===== src/sv/ldfr_pkg.sv =====
// constants shared by the line deframer: byte codes, field widths, config reset
// no dependencies
package ldfr_pkg;

    localparam int BYTE_W = 8;
    localparam int CNT_W  = 16;
    localparam int CFG_W  = 7;

    localparam logic [BYTE_W-1:0] CHAR_LF = 8'h0A;
    localparam logic [BYTE_W-1:0] CHAR_CR = 8'h0D;

    localparam logic [CFG_W-1:0] CFG_MAX_LEN_RESET = 7'd64;

    // tuser codes on the request side
    typedef enum logic {
        FUNC_DATA  = 1'b0,
        FUNC_FLUSH = 1'b1
    } t_func;

endpackage


===== src/sv/ldfr_ram.sv =====
// generic single-port-write, single-port-read ram with registered read data
// no dependencies
module ldfr_ram #(
    parameter int WIDTH = 8,
    parameter int DEPTH = 64
) (
    input  logic                     i_clk,
    input  logic                     i_we,
    input  logic [$clog2(DEPTH)-1:0] i_waddr,
    input  logic [WIDTH-1:0]         i_wdata,
    input  logic                     i_re,
    input  logic [$clog2(DEPTH)-1:0] i_raddr,
    output logic [WIDTH-1:0]         o_rdata
);

    logic [WIDTH-1:0] r_mem [DEPTH];
    logic [WIDTH-1:0] r_rdata;

    always_ff @(posedge i_clk) begin
        if (i_we) begin
            r_mem[i_waddr] <= i_wdata;
        end
        if (i_re) begin
            r_rdata <= r_mem[i_raddr];
        end
    end

    assign o_rdata = r_rdata;

endmodule


===== src/sv/line_deframer_with_length_cap_core.sv =====
// line deframer top level: splits a byte stream at LF or flush, strips a trailing CR,
// drops blank and overlong lines; uses ldfr_pkg and ldfr_ram for the line buffer
// on LF or flush the first line byte passes the state, ram read and output registers,
// then one byte per cycle while the receiver is ready (single ram read port); throughput:
// one request per cycle while buffering; no request is taken until the last line byte
// is delivered; reset: sync active low, clears control state, cap 64, ram untouched
module line_deframer_with_length_cap_core #(
    parameter int LINE_MAX = 64
) (
    input  logic        i_clk,
    input  logic        i_rst_n,

    // config: max_line_length
    input  logic        i_cfg_we,
    input  logic [6:0]  i_cfg_wdata,

    // request side
    input  logic        s_axis_tvalid,
    output logic        s_axis_tready,
    input  logic [7:0]  s_axis_tdata,   // [7:0] data_byte
    input  logic        s_axis_tuser,   // [0] func

    // line output side
    output logic        m_axis_tvalid,
    input  logic        m_axis_tready,
    output logic [23:0] m_axis_tdata,   // [7:0] line_byte, [23:8] overlong_count
    output logic        m_axis_tlast    // last_of_line
);

    localparam int LEN_W  = $clog2(LINE_MAX + 1);
    localparam int ADDR_W = $clog2(LINE_MAX);
    localparam int CFG_W  = ldfr_pkg::CFG_W;
    localparam int BYTE_W = ldfr_pkg::BYTE_W;
    localparam int CNT_W  = ldfr_pkg::CNT_W;

    localparam logic [LEN_W-1:0] LEN_MAX   = LEN_W'(LINE_MAX);
    localparam logic [CFG_W-1:0] CAP_LIMIT = CFG_W'(LINE_MAX);

    typedef enum logic {
        ST_IDLE,
        ST_EMIT
    } t_state;

    // state
    t_state              r_state,      n_state;
    logic [CFG_W-1:0]    r_max_len;
    logic [LEN_W-1:0]    r_len,        n_len;
    logic                r_cr_held,    n_cr_held;
    logic                r_discard,    n_discard;
    logic [CNT_W-1:0]    r_dropped,    n_dropped;

    // emit sequencing
    logic [LEN_W-1:0]    r_line_n,     n_line_n;
    logic [LEN_W-1:0]    r_rd_idx,     n_rd_idx;
    logic                r_pend,       n_pend;
    logic                r_pend_last,  n_pend_last;
    logic                r_out_valid,  n_out_valid;
    logic [BYTE_W-1:0]   r_out_byte,   n_out_byte;
    logic                r_out_last,   n_out_last;
    logic                r_skid_valid, n_skid_valid;
    logic [BYTE_W-1:0]   r_skid_byte,  n_skid_byte;
    logic                r_skid_last,  n_skid_last;

    // ram controls
    logic                w_we;
    logic [ADDR_W-1:0]   w_waddr;
    logic [BYTE_W-1:0]   w_wdata;
    logic                w_re;
    logic [BYTE_W-1:0]   w_rdata;

    // request decode
    logic                w_req;
    logic                w_flush;
    logic                w_is_cr;
    logic [CFG_W-1:0]    w_cap;
    logic [CFG_W-1:0]    w_len_ext;
    logic [CFG_W-1:0]    w_len_a_ext;
    logic [LEN_W-1:0]    w_len_a;
    logic                w_ov_cr;
    logic                w_ov_byte;
    logic [CNT_W-1:0]    w_dropped_inc;

    // output side
    logic                w_take;
    logic                w_more;
    logic [1:0]          w_fill;

    ldfr_ram #(
        .WIDTH (BYTE_W),
        .DEPTH (LINE_MAX)
    ) u_line_ram (
        .i_clk   (i_clk),
        .i_we    (w_we),
        .i_waddr (w_waddr),
        .i_wdata (w_wdata),
        .i_re    (w_re),
        .i_raddr (r_rd_idx[ADDR_W-1:0]),
        .o_rdata (w_rdata)
    );

    assign s_axis_tready = (r_state == ST_IDLE);
    assign w_req         = s_axis_tvalid && s_axis_tready;
    assign w_flush       = (s_axis_tuser == ldfr_pkg::FUNC_FLUSH)
                           || (s_axis_tdata == ldfr_pkg::CHAR_LF);
    assign w_is_cr       = (s_axis_tdata == ldfr_pkg::CHAR_CR);

    // cap in force saturates at the buffer depth
    assign w_cap         = (r_max_len > CAP_LIMIT) ? CAP_LIMIT : r_max_len;
    assign w_len_ext     = CFG_W'(r_len);

    // a held CR goes in first; it is already in the ram at index r_len
    assign w_ov_cr       = r_cr_held && ((w_len_ext >= w_cap) || (r_len >= LEN_MAX));
    assign w_len_a       = r_cr_held ? (r_len + LEN_W'(1)) : r_len;
    assign w_len_a_ext   = CFG_W'(w_len_a);
    assign w_ov_byte     = (w_len_a_ext >= w_cap) || (w_len_a >= LEN_MAX);

    assign w_dropped_inc = (r_dropped != '1) ? (r_dropped + CNT_W'(1)) : r_dropped;

    // a new CR is written ahead at its would-be index, so a later placement
    // only bumps the length and each request makes at most one ram write
    assign w_waddr = w_len_a[ADDR_W-1:0];
    assign w_wdata = s_axis_tdata;

    assign w_take  = r_out_valid && m_axis_tready;
    assign w_more  = (r_rd_idx != r_line_n);
    // bytes held or arriving after this edge
    assign w_fill  = 2'(r_out_valid) + 2'(r_skid_valid) + 2'(r_pend) - 2'(w_take);
    assign w_re    = (r_state == ST_EMIT) && w_more && (w_fill <= 2'd1);

    always_comb begin
        n_state      = r_state;
        n_len        = r_len;
        n_cr_held    = r_cr_held;
        n_discard    = r_discard;
        n_dropped    = r_dropped;
        n_line_n     = r_line_n;
        n_rd_idx     = r_rd_idx;
        w_we         = 1'b0;

        if (w_req) begin
            if (w_flush) begin
                n_len     = '0;
                n_cr_held = 1'b0;
                n_discard = 1'b0;
                if (!r_discard && (r_len != '0)) begin
                    if (w_len_ext > w_cap) begin
                        // cap lowered under a buffered line
                        n_dropped = w_dropped_inc;
                    end else begin
                        n_line_n = r_len;
                        n_rd_idx = '0;
                        n_state  = ST_EMIT;
                    end
                end
            end else if (!r_discard) begin
                if (w_ov_cr) begin
                    n_dropped = w_dropped_inc;
                    n_len     = '0;
                    n_cr_held = 1'b0;
                    n_discard = 1'b1;
                end else if (w_is_cr) begin
                    n_len     = w_len_a;
                    n_cr_held = 1'b1;
                    w_we      = (w_len_a < LEN_MAX);
                end else if (w_ov_byte) begin
                    n_dropped = w_dropped_inc;
                    n_len     = '0;
                    n_cr_held = 1'b0;
                    n_discard = 1'b1;
                end else begin
                    n_len     = w_len_a + LEN_W'(1);
                    n_cr_held = 1'b0;
                    w_we      = 1'b1;
                end
            end
        end

        if (w_re) begin
            n_rd_idx = r_rd_idx + LEN_W'(1);
        end

        if ((r_state == ST_EMIT) && !w_more && !r_pend && !r_skid_valid
            && (!r_out_valid || w_take)) begin
            n_state = ST_IDLE;
        end
    end

    // output register plus one skid entry behind the ram read
    always_comb begin
        n_pend       = w_re;
        n_pend_last  = (r_rd_idx + LEN_W'(1)) == r_line_n;
        n_out_valid  = r_out_valid;
        n_out_byte   = r_out_byte;
        n_out_last   = r_out_last;
        n_skid_valid = r_skid_valid;
        n_skid_byte  = r_skid_byte;
        n_skid_last  = r_skid_last;

        if (w_take) begin
            if (r_skid_valid) begin
                n_out_valid  = 1'b1;
                n_out_byte   = r_skid_byte;
                n_out_last   = r_skid_last;
                n_skid_valid = r_pend;
                n_skid_byte  = w_rdata;
                n_skid_last  = r_pend_last;
            end else begin
                n_out_valid  = r_pend;
                n_out_byte   = w_rdata;
                n_out_last   = r_pend_last;
            end
        end else if (r_pend) begin
            if (!r_out_valid) begin
                n_out_valid = 1'b1;
                n_out_byte  = w_rdata;
                n_out_last  = r_pend_last;
            end else begin
                n_skid_valid = 1'b1;
                n_skid_byte  = w_rdata;
                n_skid_last  = r_pend_last;
            end
        end
    end

    always_ff @(posedge i_clk) begin
        if (!i_rst_n) begin
            r_state      <= ST_IDLE;
            r_max_len    <= ldfr_pkg::CFG_MAX_LEN_RESET;
            r_len        <= '0;
            r_cr_held    <= 1'b0;
            r_discard    <= 1'b0;
            r_dropped    <= '0;
            r_line_n     <= '0;
            r_rd_idx     <= '0;
            r_pend       <= 1'b0;
            r_out_valid  <= 1'b0;
            r_skid_valid <= 1'b0;
        end else begin
            r_state      <= n_state;
            if (i_cfg_we) begin
                r_max_len <= i_cfg_wdata;
            end
            r_len        <= n_len;
            r_cr_held    <= n_cr_held;
            r_discard    <= n_discard;
            r_dropped    <= n_dropped;
            r_line_n     <= n_line_n;
            r_rd_idx     <= n_rd_idx;
            r_pend       <= n_pend;
            r_out_valid  <= n_out_valid;
            r_skid_valid <= n_skid_valid;
        end

        // payload, no reset needed
        r_pend_last <= n_pend_last;
        r_out_byte  <= n_out_byte;
        r_out_last  <= n_out_last;
        r_skid_byte <= n_skid_byte;
        r_skid_last <= n_skid_last;
    end

    // drop count is frozen while a line drains, so it is shown straight from state
    assign m_axis_tvalid = r_out_valid;
    assign m_axis_tdata  = {r_dropped, r_out_byte};
    assign m_axis_tlast  = r_out_last;

endmodule


===== config.mk =====
export PLATFORM = sky130hd
export DESIGN_NAME = line_deframer_with_length_cap_core
export DESIGN_NICKNAME = d
export VERILOG_FILES = /design/src/sv/ldfr_pkg.sv /design/src/sv/ldfr_ram.sv /design/src/sv/line_deframer_with_length_cap_core.sv
export SDC_FILE = /design/constraint.sdc
export NUM_CORES = 1
export LEC_CHECK = 0
export ABC_AREA = 0
export BUFFER_PORTS_ARGS = -buffer_cell sky130_fd_sc_hd__buf_4
export CORE_MARGIN = 3
export CORE_UTILIZATION = 40
export DETAILED_ROUTE_END_ITERATION = 6
export PLACE_DENSITY = 0.56
export SLEW_MARGIN = 20
export SYNTH_ARGS = -nofsm -noshare
export SYNTH_HDL_FRONTEND = slang
export SYNTH_HIERARCHICAL = 1
export SYNTH_SLANG_ARGS = --single-unit

===== constraint.sdc =====
create_clock -name i_clk -period 8.4 [get_ports i_clk]
set_input_delay 2.52 -clock i_clk [delete_from_list [all_inputs] [get_ports i_clk]]
set_output_delay 2.52 -clock i_clk [all_outputs]
set_load 0.05 [all_outputs]

After elaboration in Yosys (flattened, before gate mapping). Memories as Yosys holds them, arrays and structs flattened. A register that Yosys moved wholly into a read port is not among the register bits. Cells that the tools add are included.

Output and inout bits: 27. RAM bits: 512. Memories: 1. Register bits after elaboration: 69. Input bits: 21. Logic and storage cells: 141.

$add $sub $neg: 7. Bitwise gates (word level): 3. Equality and inequality tests: 12. Mux-type cells: 60. Magnitude comparators: 8. Reductions and logical operators: 34.

Memory list: u_line_ram.r_mem (depth 64, width 8, read ports 1, clocked after memory_dff 1, write ports 1, RTL line ldfr_ram.sv:16) `logic [WIDTH-1:0] r_mem [DEPTH];`.

Operator list (count): $mux 16 (8); $mux 7 (12); $mux 8 (8); $mux 1 (32); $add 7x1->7 const B (3); $add 16x1->16 const B (1); $eq 8x4->1 const B (2); $ne 16x16->1 const B (1); $ge 7x7->1 (2); $ge 7x7->1 const B (2); $logic_and 1x1->1 (10); $reduce_bool 2->1 (5); $ne 2x1->1 const B (4); $reduce_and 4->1 (2); $eq 7x7->1 (1); $gt 7x7->1 (1); $gt 7x7->1 const B (1); $lt 7x7->1 const B (1); $ne 7x7->1 (1); $reduce_bool 7->1 (1); $reduce_and 2->1 (3); $reduce_and 6->1 (1); $logic_not 1->1 (5); $logic_or 1x1->1 (4); 10 further kinds (13).

Logic depth before layout (Yosys ltp).
Depth in word-level cells: 12. Depth in mapped cells: 14. Gate-level depth less buffers: 12.

Cells and area by module. The synthesis kept the hierarchy.

Modules (own cells, without submodules): ldfr_ram (cells an instance 940, area an instance 20246.9 sq um, instances 1); line_deframer_with_length_cap_core (cells an instance 410, area an instance 3808.7 sq um, instances 1).

Worst setup path before layout. No wires, ideal clock.

Path kind: input -> register. Start point: input s_axis_tdata[5]. End point: memory u_line_ram.r_mem[62][0], enable pin. Cell stages on the path: 7. Path buffers: 0. Setup slack: 3.134 ns. Required time: 8.029 ns. Arrival: 4.895 ns. Cell sequence: nor4_1 > nand3_1 > o31a_4 > nor4_1 > nor2b_1 > nand3_1 > nor2_1.

Longest elaborated chain between the ends: 8. Elaborated cells between the ends (all ways): 10. Those cells by class: 2 x eq/ne; 7 x mux; 1 x reduce/logical.

Ends and longest elaborated chain: start, declared (RTL line line_deframer_with_length_cap_core.sv:20) `input logic [7:0] s_axis_tdata,`; $eq 8x4->1 (RTL line line_deframer_with_length_cap_core.sv:105) `assign w_is_cr = (s_axis_tdata == ldfr_pkg::CHAR_CR);`; $mux 1 (RTL line line_deframer_with_length_cap_core.sv:161) `end else if (w_is_cr) begin`; $mux 1 (RTL line line_deframer_with_length_cap_core.sv:156) `if (w_ov_cr) begin`; $mux 1 (RTL line line_deframer_with_length_cap_core.sv:155) `end else if (!r_discard) begin`; $mux 1 (*) (RTL line line_deframer_with_length_cap_core.sv:141) `if (w_flush) begin`; $mux 1 (*) (RTL line line_deframer_with_length_cap_core.sv:140) `if (w_req) begin`; named net w_we (RTL line line_deframer_with_length_cap_core.sv:65) `logic w_we;`; $mux 1 (*) (RTL line ldfr_ram.sv:20) `if (i_we) begin`; $mux 1 (not written as such) (*) (RTL line ldfr_ram.sv:21) `r_mem[i_waddr] <= i_wdata;`; end, declared (RTL line ldfr_ram.sv:16).

Mark *: on every way through the listed nets, which the timed path passes. The rest lies on a longest branch.

Worst setup path after layout.
Start point: input s_axis_tdata[4]. End point: memory u_line_ram.r_mem[62][0], enable pin.

Same word-level chain as after synthesis.

==> flow_metrics.tcl <==
set metrics [dict create \
    min_period_over_period_pct 72.5 \
    mostFrequentLayoutCell "edfxtp_1" \
    dp_slack_ps 1580 \
    clkSlewWorstSetupHoldPaths_ps 60 \
    fin_worst_hold_slack_ps 430 \
    leak_pwr_nw 8.29 \
    cts_htree_levels 2 \
    drtAntennaViolNets 0 \
    yosys_warnings 6 \
    clock_tree_from_tritoncts "built" \
    detail_route.drc_violations 0 \
    core_region_area_mm2 0.0592 \
    grt_setup_unrepaired "no" \
    placement.io_buffers 47 \
    peakVddDrop_uv 225 \
    syn_area_per_cell_um2 17.8 \
    cts.repair_timing.setup_buffer_count 0 \
    postRouteWirelength_um 58100 \
    regArea_mm2 0.0172 \
    worst-path-max-fanout 8 \
    clk_path_buf_depth 3 \
    total_power_divided_by_cell_area_mw_per_mm2 221 \
    multi_input_comb_area_mm2 0.00644 \
    track_usage_pct 18.4 \
    setup_total_negative_slack_ps 0 \
    initial_utilization_pct 40.6 \
    cts_resized 0 \
    most-common-layout-cells "edfxtp_1 (538), mux4_2 (126), nor2_1 (119)" \
    worst-endpoint-required_ps 8650 \
    root_buffer "clkbuf_16" \
    timing.critical_path.slowest_cell_delay_ps 760 \
    die_x_um 251 \
    postSynthCellCount 1350 \
    final_area_mm2 0.0271 \
    final_period_minus_worst_setup_slack_ps 6090 \
    synth.yosys.seq_area_share_pct 71.4 \
    io_pins 48 \
    hp-class "register to register" \
    cts_inserted_buffers 59 \
    setup.worst_path.end_class "register" \
    number_of_antenna_violations_at_the_first_check_in_global_routing 2 \
    worst_slew_pin_slew_ps 902 \
    clock_insertion_delay_worst_skew_ps 650 \
    final_hold_viol_count 0 \
    synth-edff-count 538 \
    design.final.nets 1453 \
    report.final.setup_viol 0 \
    global_route.overflow_total 0 \
    area.growth.synth_to_final_pct 12.8 \
    n_fill_cell 5040 \
    synthesis.nets 1393 \
    floorplan_die_area_mm2 0.0631 \
    drt-initial-drc-count 1194 \
    grt_start_max_net_pins 114 \
    status "completed" \
    die_height_um 251 \
    critical_path.startpoint_type "input port" \
    crit_arrival_ps 6340 \
    timing.fmax_mhz 164 \
    place_hpwl_um 36000 \
    postSynthRegisterBits 589 \
    maxSlewViolCount 0 \
    synth_area_mm2 0.0241 \
    path_cells "buf_4, nor4_1, buf_4, nand3_1, o31a_4, nor4_1, buf_4, nor2b_1, nand3_1, nor2_1" \
    clock-skew-final_ps 44.9 \
    via_count 12800 \
    max_slew_margin_pct 39.1 \
    worst_path_most_repeated_cell "buf_4" \
    final_critical_path_setup_slack_ps 2310 \
    first_global_vias 12700 \
    async_flop_share_pct 0 \
    critical-path-slowest-cell "nor2_1" \
    count_of_hold_buffers_inserted_by_post_cts_repair 0 \
    avgRoutedWirePerCell_um 26.0 \
    post_route_cells_drive_above_1_share_pct 23.4 \
    fp-row-count 89 \
    ys_types 68 \
    first_pass_iters 5 \
    drt-vias-per-instance 5.72 \
    placer_congestion 0.822 \
    postPlaceCellArea_mm2 0.0251 \
    critPathKind "input port to register" \
    cts_sinks 589 \
    cpLargestDelayFamily "simple AND/OR/NAND/NOR gates" \
    antennaDiodeCount 0 \
    most_used_dff_post_synth "edfxtp_1" \
    first_pass_grt_wire_length_um 86100 \
    worst-path-buf-inv 3 \
    timing.max_cap.violations 0 \
]
## logic make-up after synthesis
group           share of synthesized area (%)
compound gates                           4.09
flops                                    71.4
buf+inv                                  1.97
fa+ha+maj                                1.14
xor+xnor                                 1.05
simple gates                             6.26
mux                                      14.1
## worst reg2reg max path, cell delays in order, from the launching register on
cell     delay, ps
dfxtp_1        500
ha_1           260
nand4_1        160
xnor2_2        700
ha_1           390
a21oi_1        150
o21ai_0        160
o31a_4         410
nor4_1         330
buf_4          240
nor2b_1        260
nand3_1        600
nor2_1         760
## registers in the layout, indices dropped and copies added, names as in the netlist, 7 cells and up
name,count
u_line_ram/r_mem,512
r_dropped,16
r_out_byte,8
r_skid_byte,8
u_line_ram/o_rdata,8
r_len,7
r_line_n,7
r_max_len,7
r_rd_idx,7
## cell usage after synthesis (13+ instances only)
cell | count | share of area, %
clkbuf_1 | 27 | 0.42
ha_1 | 22 | 1.1
buf_4 | 15 | 0.47
nor3_1 | 13 | 0.27
xnor2_1 | 15 | 0.55
mux2i_1 | 29 | 1.2
nand2_1 | 61 | 0.95
dfxtp_1 | 51 | 4.2
or3_1 | 14 | 0.36
edfxtp_1 | 538 | 67
mux2_2 | 23 | 1.1
mux4_2 | 126 | 12
nor2b_1 | 18 | 0.47
a21oi_1 | 29 | 0.60
nand3_1 | 42 | 0.87
nor2_1 | 119 | 1.9
## power by group
| part | total, mW | switching, mW | internal (mW) | leakage (nW) |
|---|---|---|---|---|
| sequential | 3.20 | 0.00449 | 3.20 | 5.25 |
| clock | 2.67 | 1.12 | 1.54 | 0.963 |
| combinational | 0.120 | 0.0926 | 0.0273 | 2.07 |
| total | 5.99 | 1.22 | 4.77 | 8.29 |
## metrics by stage
step                utilization (%)  std cells  power, mW
finish                         45.8       2233       5.99
global route                   45.8       2233       6.20
CTS                            45.8       2233       6.06
detailed placement             42.4       2122       3.39
global placement               42.4       2122       3.39
floorplan                         -       1350       3.31
## worst paths after layout
check        depth (start not counted)                 endpoint       startpoint  slack, ps
min                                  0              r_skid_last      r_pend_last        430
max                                 10  u_line_ram/r_mem[62][0]  s_axis_tdata[4]       2310
max reg2reg                         12  u_line_ram/r_mem[62][0]         r_len[1]       3140
min reg2reg                          0              r_skid_last      r_pend_last        430
## area by class of cell
| cell class | instances | share of cell area, % |
|---|---|---|
| Multi-Input combinational cell | 680 | 23.7 |
| Clock inverter | 42 | 1.73 |
| Inverter | 14 | 0.194 |
| Sequential cell | 589 | 63.3 |
| Timing Repair Buffer | 66 | 1.87 |
| Clock buffer | 69 | 5.58 |
| Tap cell | 773 | 3.56 |
## layer usage
layer | vias to the layer above | track usage, % | routed length [µm]
met1 | 6669 | 26.5 | 25700
met4 | 4 | 4.59 | 1000
li1 | 5561 | - | -
met5 | - | 0 | 32
met3 | 76 | 3.79 | 3960
met2 | 466 | 29.0 | 27400
No activity file was read; power rests on OpenSTA's default activity.
